<file path="config.mk">
export PLATFORM = sky130hd
export DESIGN_NAME = pcsc_parser
export DESIGN_NICKNAME = d
export VERILOG_FILES = /design/src/design/pcsc_pkg.sv /design/src/design/pcsc_parser.sv
export SDC_FILE = /design/constraint.sdc
export NUM_CORES = 1
export LEC_CHECK = 0
export BUFFER_PORTS_ARGS = -buffer_cell sky130_fd_sc_hd__buf_4
export CORE_MARGIN = 2
export CORE_UTILIZATION = 50
export CTS_BUF_LIST = sky130_fd_sc_hd__clkbuf_8 sky130_fd_sc_hd__clkbuf_16
export CTS_CLUSTER_DIAMETER = 80
export DETAILED_ROUTE_END_ITERATION = 10
export PLACE_DENSITY = 0.68
export SLEW_MARGIN = 20
export SYNTH_ARGS = -nofsm -noshare
export SYNTH_HDL_FRONTEND = slang
export SYNTH_SLANG_ARGS = --single-unit
</file>
<file path="constraint.sdc">
create_clock -name aclk -period 13.5 [get_ports aclk]
set_input_delay 2.7 -clock aclk [delete_from_list [all_inputs] [get_ports aclk]]
set_output_delay 2.7 -clock aclk [all_outputs]
set_load 0.01 [all_outputs]
</file>
<file path="src/design/pcsc_pkg.sv">
// shared types, constants and functions of the png chunk stream checker
package pcsc_pkg;

    localparam int SIG_LEN   = 8;
    localparam int NUM_KNOWN = 27;

    localparam logic [31:0] CRC_POLY = 32'hEDB8_8320;
    localparam logic [31:0] CRC_INIT = 32'hFFFF_FFFF;

    localparam logic [7:0] SIG_BYTES [SIG_LEN] = '{
        8'h89, 8'h50, 8'h4E, 8'h47, 8'h0D, 8'h0A, 8'h1A, 8'h0A
    };

    localparam logic [31:0] TYPE_IHDR = "IHDR";
    localparam logic [31:0] TYPE_PLTE = "PLTE";
    localparam logic [31:0] TYPE_IDAT = "IDAT";
    localparam logic [31:0] TYPE_IEND = "IEND";
    localparam logic [31:0] TYPE_OFFS = "oFFs";
    localparam logic [31:0] TYPE_PCAL = "pCAL";
    localparam logic [31:0] TYPE_SCAL = "sCAL";

    localparam logic [31:0] KNOWN_TYPES [NUM_KNOWN] = '{
        "IHDR", "PLTE", "IDAT", "IEND", "tRNS", "gAMA", "cHRM", "sRGB", "iCCP",
        "tEXt", "zTXt", "iTXt", "bKGD", "pHYs", "sBIT", "sPLT", "hIST", "tIME",
        "fRAc", "gIFg", "gIFt", "gIFx", "oFFs", "pCAL", "sCAL", "sTER", "vpAg"
    };

    typedef enum logic [2:0] {
        PH_SIG  = 3'd0,
        PH_LEN  = 3'd1,
        PH_TYPE = 3'd2,
        PH_DATA = 3'd3,
        PH_CRC  = 3'd4
    } phase_t;

    typedef enum logic [2:0] {
        ST_OK         = 3'd0,
        ST_CRC_ERR    = 3'd1,
        ST_UNKNOWN    = 3'd2,
        ST_BEFORE_HDR = 3'd3,
        ST_ORDER_ERR  = 3'd4,
        ST_BAD_SIG    = 3'd5
    } status_t;

    typedef enum logic [1:0] {
        ORD_NONE = 2'd0,
        ORD_HDR  = 2'd1,
        ORD_PLTE = 2'd2,
        ORD_IDAT = 2'd3
    } order_t;

    typedef struct packed {
        logic [7:0] data_byte;
        logic       first_of_file;
    } item_t;

    typedef struct packed {
        status_t     status;
        logic [31:0] chunk_type;
        logic [31:0] chunk_length;
        logic        halted;
    } result_t;

    function automatic logic [31:0] crc32_byte(input logic [31:0] crc_in,
                                               input logic [7:0]  b);
        logic [31:0] c;
        c = crc_in ^ {24'd0, b};
        for (int k = 0; k < 8; k++) begin
            c = c[0] ? ((c >> 1) ^ CRC_POLY) : (c >> 1);
        end
        return c;
    endfunction

    function automatic logic is_known_type(input logic [31:0] t);
        logic hit;
        hit = 1'b0;
        for (int i = 0; i < NUM_KNOWN; i++) begin
            hit = hit | (t == KNOWN_TYPES[i]);
        end
        return hit;
    endfunction

endpackage

</file>
<file path="src/design/pcsc_parser.sv">
// chunk parser state, crc-32 update and chunk classification
module pcsc_parser (
    input  logic              aclk,
    input  logic              aresetn,
    input  logic              step,
    input  pcsc_pkg::item_t   item,
    output logic              res_valid,
    output pcsc_pkg::result_t res
);
    import pcsc_pkg::*;

    phase_t      phase_reg,   phase_next,   phase_cur;
    logic [31:0] count_reg,   count_next,   count_cur;
    logic [31:0] len_reg,     len_next,     len_cur;
    logic [31:0] type_reg,    type_next,    type_cur;
    logic [31:0] crc_reg,     crc_next,     crc_cur;
    logic [31:0] crc_rx_reg,  crc_rx_next,  crc_rx_cur;
    order_t      order_reg,   order_next,   order_cur;
    logic        stopped_reg, stopped_next, stopped_cur;

    logic [7:0]  b;
    logic [31:0] count_inc;
    logic [31:0] rx_full;
    status_t     st;

    assign b = item.data_byte;

    // restart flag acts as a reset seen by this transaction
    always_comb begin
        if (item.first_of_file) begin
            phase_cur   = PH_SIG;
            count_cur   = '0;
            len_cur     = '0;
            type_cur    = '0;
            crc_cur     = CRC_INIT;
            crc_rx_cur  = '0;
            order_cur   = ORD_NONE;
            stopped_cur = 1'b0;
        end else begin
            phase_cur   = phase_reg;
            count_cur   = count_reg;
            len_cur     = len_reg;
            type_cur    = type_reg;
            crc_cur     = crc_reg;
            crc_rx_cur  = crc_rx_reg;
            order_cur   = order_reg;
            stopped_cur = stopped_reg;
        end
    end

    assign count_inc = count_cur + 32'd1;
    assign rx_full   = {crc_rx_cur[23:0], b};

    always_comb begin
        phase_next   = phase_cur;
        count_next   = count_cur;
        len_next     = len_cur;
        type_next    = type_cur;
        crc_next     = crc_cur;
        crc_rx_next  = crc_rx_cur;
        order_next   = order_cur;
        stopped_next = stopped_cur;
        res_valid    = 1'b0;
        st           = ST_OK;
        res          = '{status: ST_OK, chunk_type: '0, chunk_length: '0, halted: 1'b0};

        if (!stopped_cur) begin
            unique case (phase_cur)
                PH_SIG: begin
                    if (b != SIG_BYTES[count_cur[2:0]]) begin
                        stopped_next = 1'b1;
                        res_valid    = 1'b1;
                        res          = '{status: ST_BAD_SIG, chunk_type: '0,
                                         chunk_length: '0, halted: 1'b1};
                    end else if (count_cur[2:0] == 3'(SIG_LEN - 1)) begin
                        phase_next = PH_LEN;
                        count_next = '0;
                    end else begin
                        count_next = count_inc;
                    end
                end
                PH_LEN: begin
                    len_next = {len_cur[23:0], b};
                    if (count_cur == 32'd3) begin
                        phase_next = PH_TYPE;
                        count_next = '0;
                        crc_next   = CRC_INIT;
                    end else begin
                        count_next = count_inc;
                    end
                end
                PH_TYPE: begin
                    type_next = {type_cur[23:0], b};
                    crc_next  = crc32_byte(crc_cur, b);
                    if (count_cur == 32'd3) begin
                        count_next = '0;
                        phase_next = (len_cur != '0) ? PH_DATA : PH_CRC;
                    end else begin
                        count_next = count_inc;
                    end
                end
                PH_DATA: begin
                    crc_next = crc32_byte(crc_cur, b);
                    if (count_inc == len_cur) begin
                        phase_next = PH_CRC;
                        count_next = '0;
                    end else begin
                        count_next = count_inc;
                    end
                end
                PH_CRC: begin
                    crc_rx_next = rx_full;
                    if (count_cur != 32'd3) begin
                        count_next = count_inc;
                    end else begin
                        count_next = '0;
                        phase_next = PH_LEN;
                        res_valid  = 1'b1;
                        priority if (~crc_cur != rx_full) begin
                            stopped_next = 1'b1;
                            st           = ST_CRC_ERR;
                        end else if (!is_known_type(type_cur)) begin
                            st = ST_UNKNOWN;
                        end else if (type_cur == TYPE_IHDR) begin
                            st         = (order_cur != ORD_NONE) ? ST_ORDER_ERR : ST_OK;
                            order_next = ORD_HDR;
                        end else if (order_cur == ORD_NONE) begin
                            st = ST_BEFORE_HDR;
                        end else if (type_cur == TYPE_PLTE) begin
                            st         = (order_cur == ORD_PLTE || order_cur == ORD_IDAT)
                                         ? ST_ORDER_ERR : ST_OK;
                            order_next = ORD_PLTE;
                        end else if (type_cur == TYPE_IDAT) begin
                            order_next = ORD_IDAT;
                        end else if (type_cur == TYPE_IEND) begin
                            stopped_next = 1'b1;
                        end else if (type_cur == TYPE_OFFS || type_cur == TYPE_PCAL ||
                                     type_cur == TYPE_SCAL) begin
                            st = (order_cur == ORD_IDAT) ? ST_ORDER_ERR : ST_OK;
                        end else begin
                            st = ST_OK;
                        end
                        res = '{status: st, chunk_type: type_cur,
                                chunk_length: len_cur, halted: stopped_next};
                    end
                end
                default: begin
                    phase_next = PH_SIG;
                    count_next = '0;
                end
            endcase
        end
    end

    always_ff @(posedge aclk) begin
        if (!aresetn) begin
            phase_reg   <= PH_SIG;
            count_reg   <= '0;
            len_reg     <= '0;
            type_reg    <= '0;
            crc_reg     <= CRC_INIT;
            crc_rx_reg  <= '0;
            order_reg   <= ORD_NONE;
            stopped_reg <= 1'b0;
        end else if (step) begin
            phase_reg   <= phase_next;
            count_reg   <= count_next;
            len_reg     <= len_next;
            type_reg    <= type_next;
            crc_reg     <= crc_next;
            crc_rx_reg  <= crc_rx_next;
            order_reg   <= order_next;
            stopped_reg <= stopped_next;
        end
    end

endmodule

</file>
==> results.toml <==
[floorplanning]
initial_utilization_pct = 50.6
die_y_um = 155
placement_rows = 55
standard_cell_core_area_sq_um = 22500
num_io_pins = 81
die_w_um = 155
design.die.area_sq_um = 24000

[clock_network]
cts_sinks = 158
cts_tree = "done"
clk_latency_ns = 0.45
post-cts-setup-buffers = 0
post_cts_clock_slew_at_the_launch_and_capture_registers_of_the_worst_setup_and_hold_paths_ns = 0.08
cts-hold-fix-buffers = 0
cts_made_buffers = 17
ctsHtreeMaxLevel = 4
cts_buffer_depth = 2
post_cts_resize_count = 0
clk_root_buffer_cell = "clkbuf_16"

[place]
place.detailed.hpwl_um = 30000
gp_congestion = 0.977
postPlaceCellArea_sq_um = 12000
numPortBuffers = 80

[finish]
finish.instance_area_sq_um = 12600
diodes = 0
final.fill_count = 2172
layout-drive-gt1-share_pct = 10.3
finish.utilization_pct = 55.8
area_growth_pct = 10.3
register_area_sq_um = 3160
multi_input_combinational_cell_area_sq_um = 7640
final_nets = 1545

[grt]
first_global_vias = 10700
global_route.overflow_total = 0
global_route_wire_length_before_repair_um = 65100
grt_start_max_net_pins = 96
initial_antenna_violation_count = 0
groute.usage.overall_pct = 34.7

[detailed_routing]
routed_wire_length_per_instance_um = 23.4
post-route-drc-count = 0
vias_per_cell = 6.67
dr.first_iter.drc_count = 1217
routed_wirelength_um = 42600
final_ant_viol_nets = 0
routed-via-count = 12200
drt-pass1-iter-count = 6

[critical_path]
crit_path_max_incr_delay_ns = 0.68
worst-setup-path-type = "input pin to output port"
critPathCaptureType = "output port"
cp_common_cell = "buf_4"
worstSetupStartpointType = "input pin"
crit_chain = "buf_4 > buf_4 > nor2_1 > xnor2_1 > ha_1 > nand2_1 > a31oi_1 > nand4_1 > a211o_1 > or3_1 > nor2_1 > o21ai_0 > a21oi_1 > buf_4"
cp_data_arrival_time_ns = 6.33
req_time_crit_path_ns = 10.80
critical_path.slowest_cell = "xnor2_1"
crit_path_max_fanout = 39

[power_and_ir_drop]
swShare_pct = 29.8
power.density_nw_per_um2 = 85.3
power.switching_uw = 319
share_clk_of_total_power_pct = 46.8
seq_power_share_pct = 43.5
p_int_uw = 752
peakVddDrop_v = 0.0000856
power_frac_comb_pct = 9.7
leakage_uw = 0.00433

[sta]
unrepaired_setup_endpoints_after_global_routing = "no"
final_period_minus_worst_setup_slack_ns = 9.03
fmaxAchievable_mhz = 111
min_period_over_period_pct = 66.9
tns_ns = 0
maxSlewHeadroom_pct = 28.5
setup_violations = 0
final_hold_viol_count = 0
max_slew.worst_pin.slew_ns = 1.07
drv_slew = 0
clock_skew_ns = 0.0193

[logic_synthesis]
netlist-cell-type-count = 86
ys_ff_latch = 158
postSynthAreaPerCell_sq_um = 7.42
synth_ff_type = "dfxtp_1"
synth.top_cells.by_area = "dfxtp_1 28%, nor2_1 6.8%, xnor2_1 6.7%"
ys.warnings.count = 0
yosysTopAreaCell = "dfxtp_1"
part_of_the_yosys_area_used_for_sequential_elements_pct = 27.8
postSynthNetCount = 1555
syn-instance-count = 1535
top_cell_type_s_share_of_synthesized_area_pct = 27.8
syn-cell-area_sq_um = 11400
number_of_enable_type_register_cells_in_the_synthesized_netlist = 0
async_reset_ff_share_pct = 0

[hold_path]
hold_path.class = "register to register"

[status]
outcome = "complete, no violations"

[run]
max-cap-violations = 0
==> kinds of logic after synthesis <==
family	synth area share (%)
simple gates	32.3
compound gates	23.2
flops	27.8
buf+inv	5.23
xor+xnor	9.75
mux	0.901
fa+ha+maj	0.879
==> worst max-delay path, delay by kind of cell <==
family                     cells  cell delay, ns
buffers and inverters          3            0.99
AOI/OAI and AO/OA              4            0.84
and+or+nand+nor                5            0.79
xor gates and xnor gates       1            0.68
adders and majority gates      1            0.29
==> metrics by stage <==
stage / hold slack (ns) / cells / power [uW] / setup WS (ns)
floorplan: 0.455 / 1535 / 550 / 5.37
global placement: 0.470 / 1791 / 579 / 4.58
detailed placement: 0.479 / 1791 / 578 / 4.57
CTS: 0.488 / 1823 / 1070 / 4.55
global route: 0.531 / 1823 / 1100 / 4.17
finish: 0.490 / 1823 / 1070 / 4.47
==> worst paths after layout <==
| kind | to | cells past startpoint | slack [ns] | from |
|---|---|---|---|---|
| worst max-delay path | res[67] | 14 | 4.47 | item[0] |
| worst min-delay path | order_reg[1]$_SDFFE_PN0P_ | 2 | 0.49 | order_reg[1]$_SDFFE_PN0P_ |
| worst max register to register | count_reg[2]$_SDFFE_PN0P_ | 13 | 8.68 | count_reg[0]$_SDFFE_PN0P_ |
| worst min register to register | order_reg[1]$_SDFFE_PN0P_ | 2 | 0.49 | order_reg[1]$_SDFFE_PN0P_ |
==> power groups by stage <==
| stage | logic [uW] | clock network, uW | registers (uW) |
|---|---|---|---|
| finish | 104 | 501 | 466 |
| global placement | 102 | 0 | 477 |
| global route | 110 | 525 | 466 |
| CTS | 102 | 504 | 466 |
| detailed placement | 101 | 0 | 477 |
| floorplan | 72.9 | 0 | 477 |
==> layout by cell type (no fill, tap or decap), drive strengths merged, types with 27 or more instances in the layout <==
master / instances
nor4: 41
o21ai: 86
buf: 96
inv: 27
a22oi: 88
a31oi: 34
nand4: 36
xor2: 36
nand3: 55
nor2: 207
a21oi: 58
and2: 71
nor3: 47
xnor2: 89
nand2: 112
dfxtp: 158
==> per-layer routing <==
metal	vias to the layer above	global-route usage, %	wire length, um
met4	0	9.92	1110
met2	706	49.5	17800
met3	78	9.83	4790
met1	5757	50.9	18800
li1	5611	-	-
met5	-	0	0
==> final cells by class <==
type                       count  area share (%)
clock buffer                  18            3.50
clock inverter                14            1.30
inverter                      19           0.568
multi-input combinational   1233            60.9
sequential                   158            25.2
tap                          285            2.84
timing repair buffer          96            5.74
==> synth_stat cells, types with 12 or more instances <==
cell      number
nor2_1       206
dfxtp_1      158
nand2_1      112
clkbuf_1      95
a22oi_1       88
xnor2_1       87
o21ai_0       73
and2_1        70
a21oi_1       58
nand3_1       53
nor3_1        45
nor4_1        37
xor2_1        36
nand4_1       35
a31oi_1       34
o22ai_1       25
nor2b_1       22
inv_1         19
and3_1        17
buf_2         17
and4_1        13
nor3b_1       13
o211ai_1      12
o21ai_1       12
No activity file was read; power rests on OpenSTA's default activity.
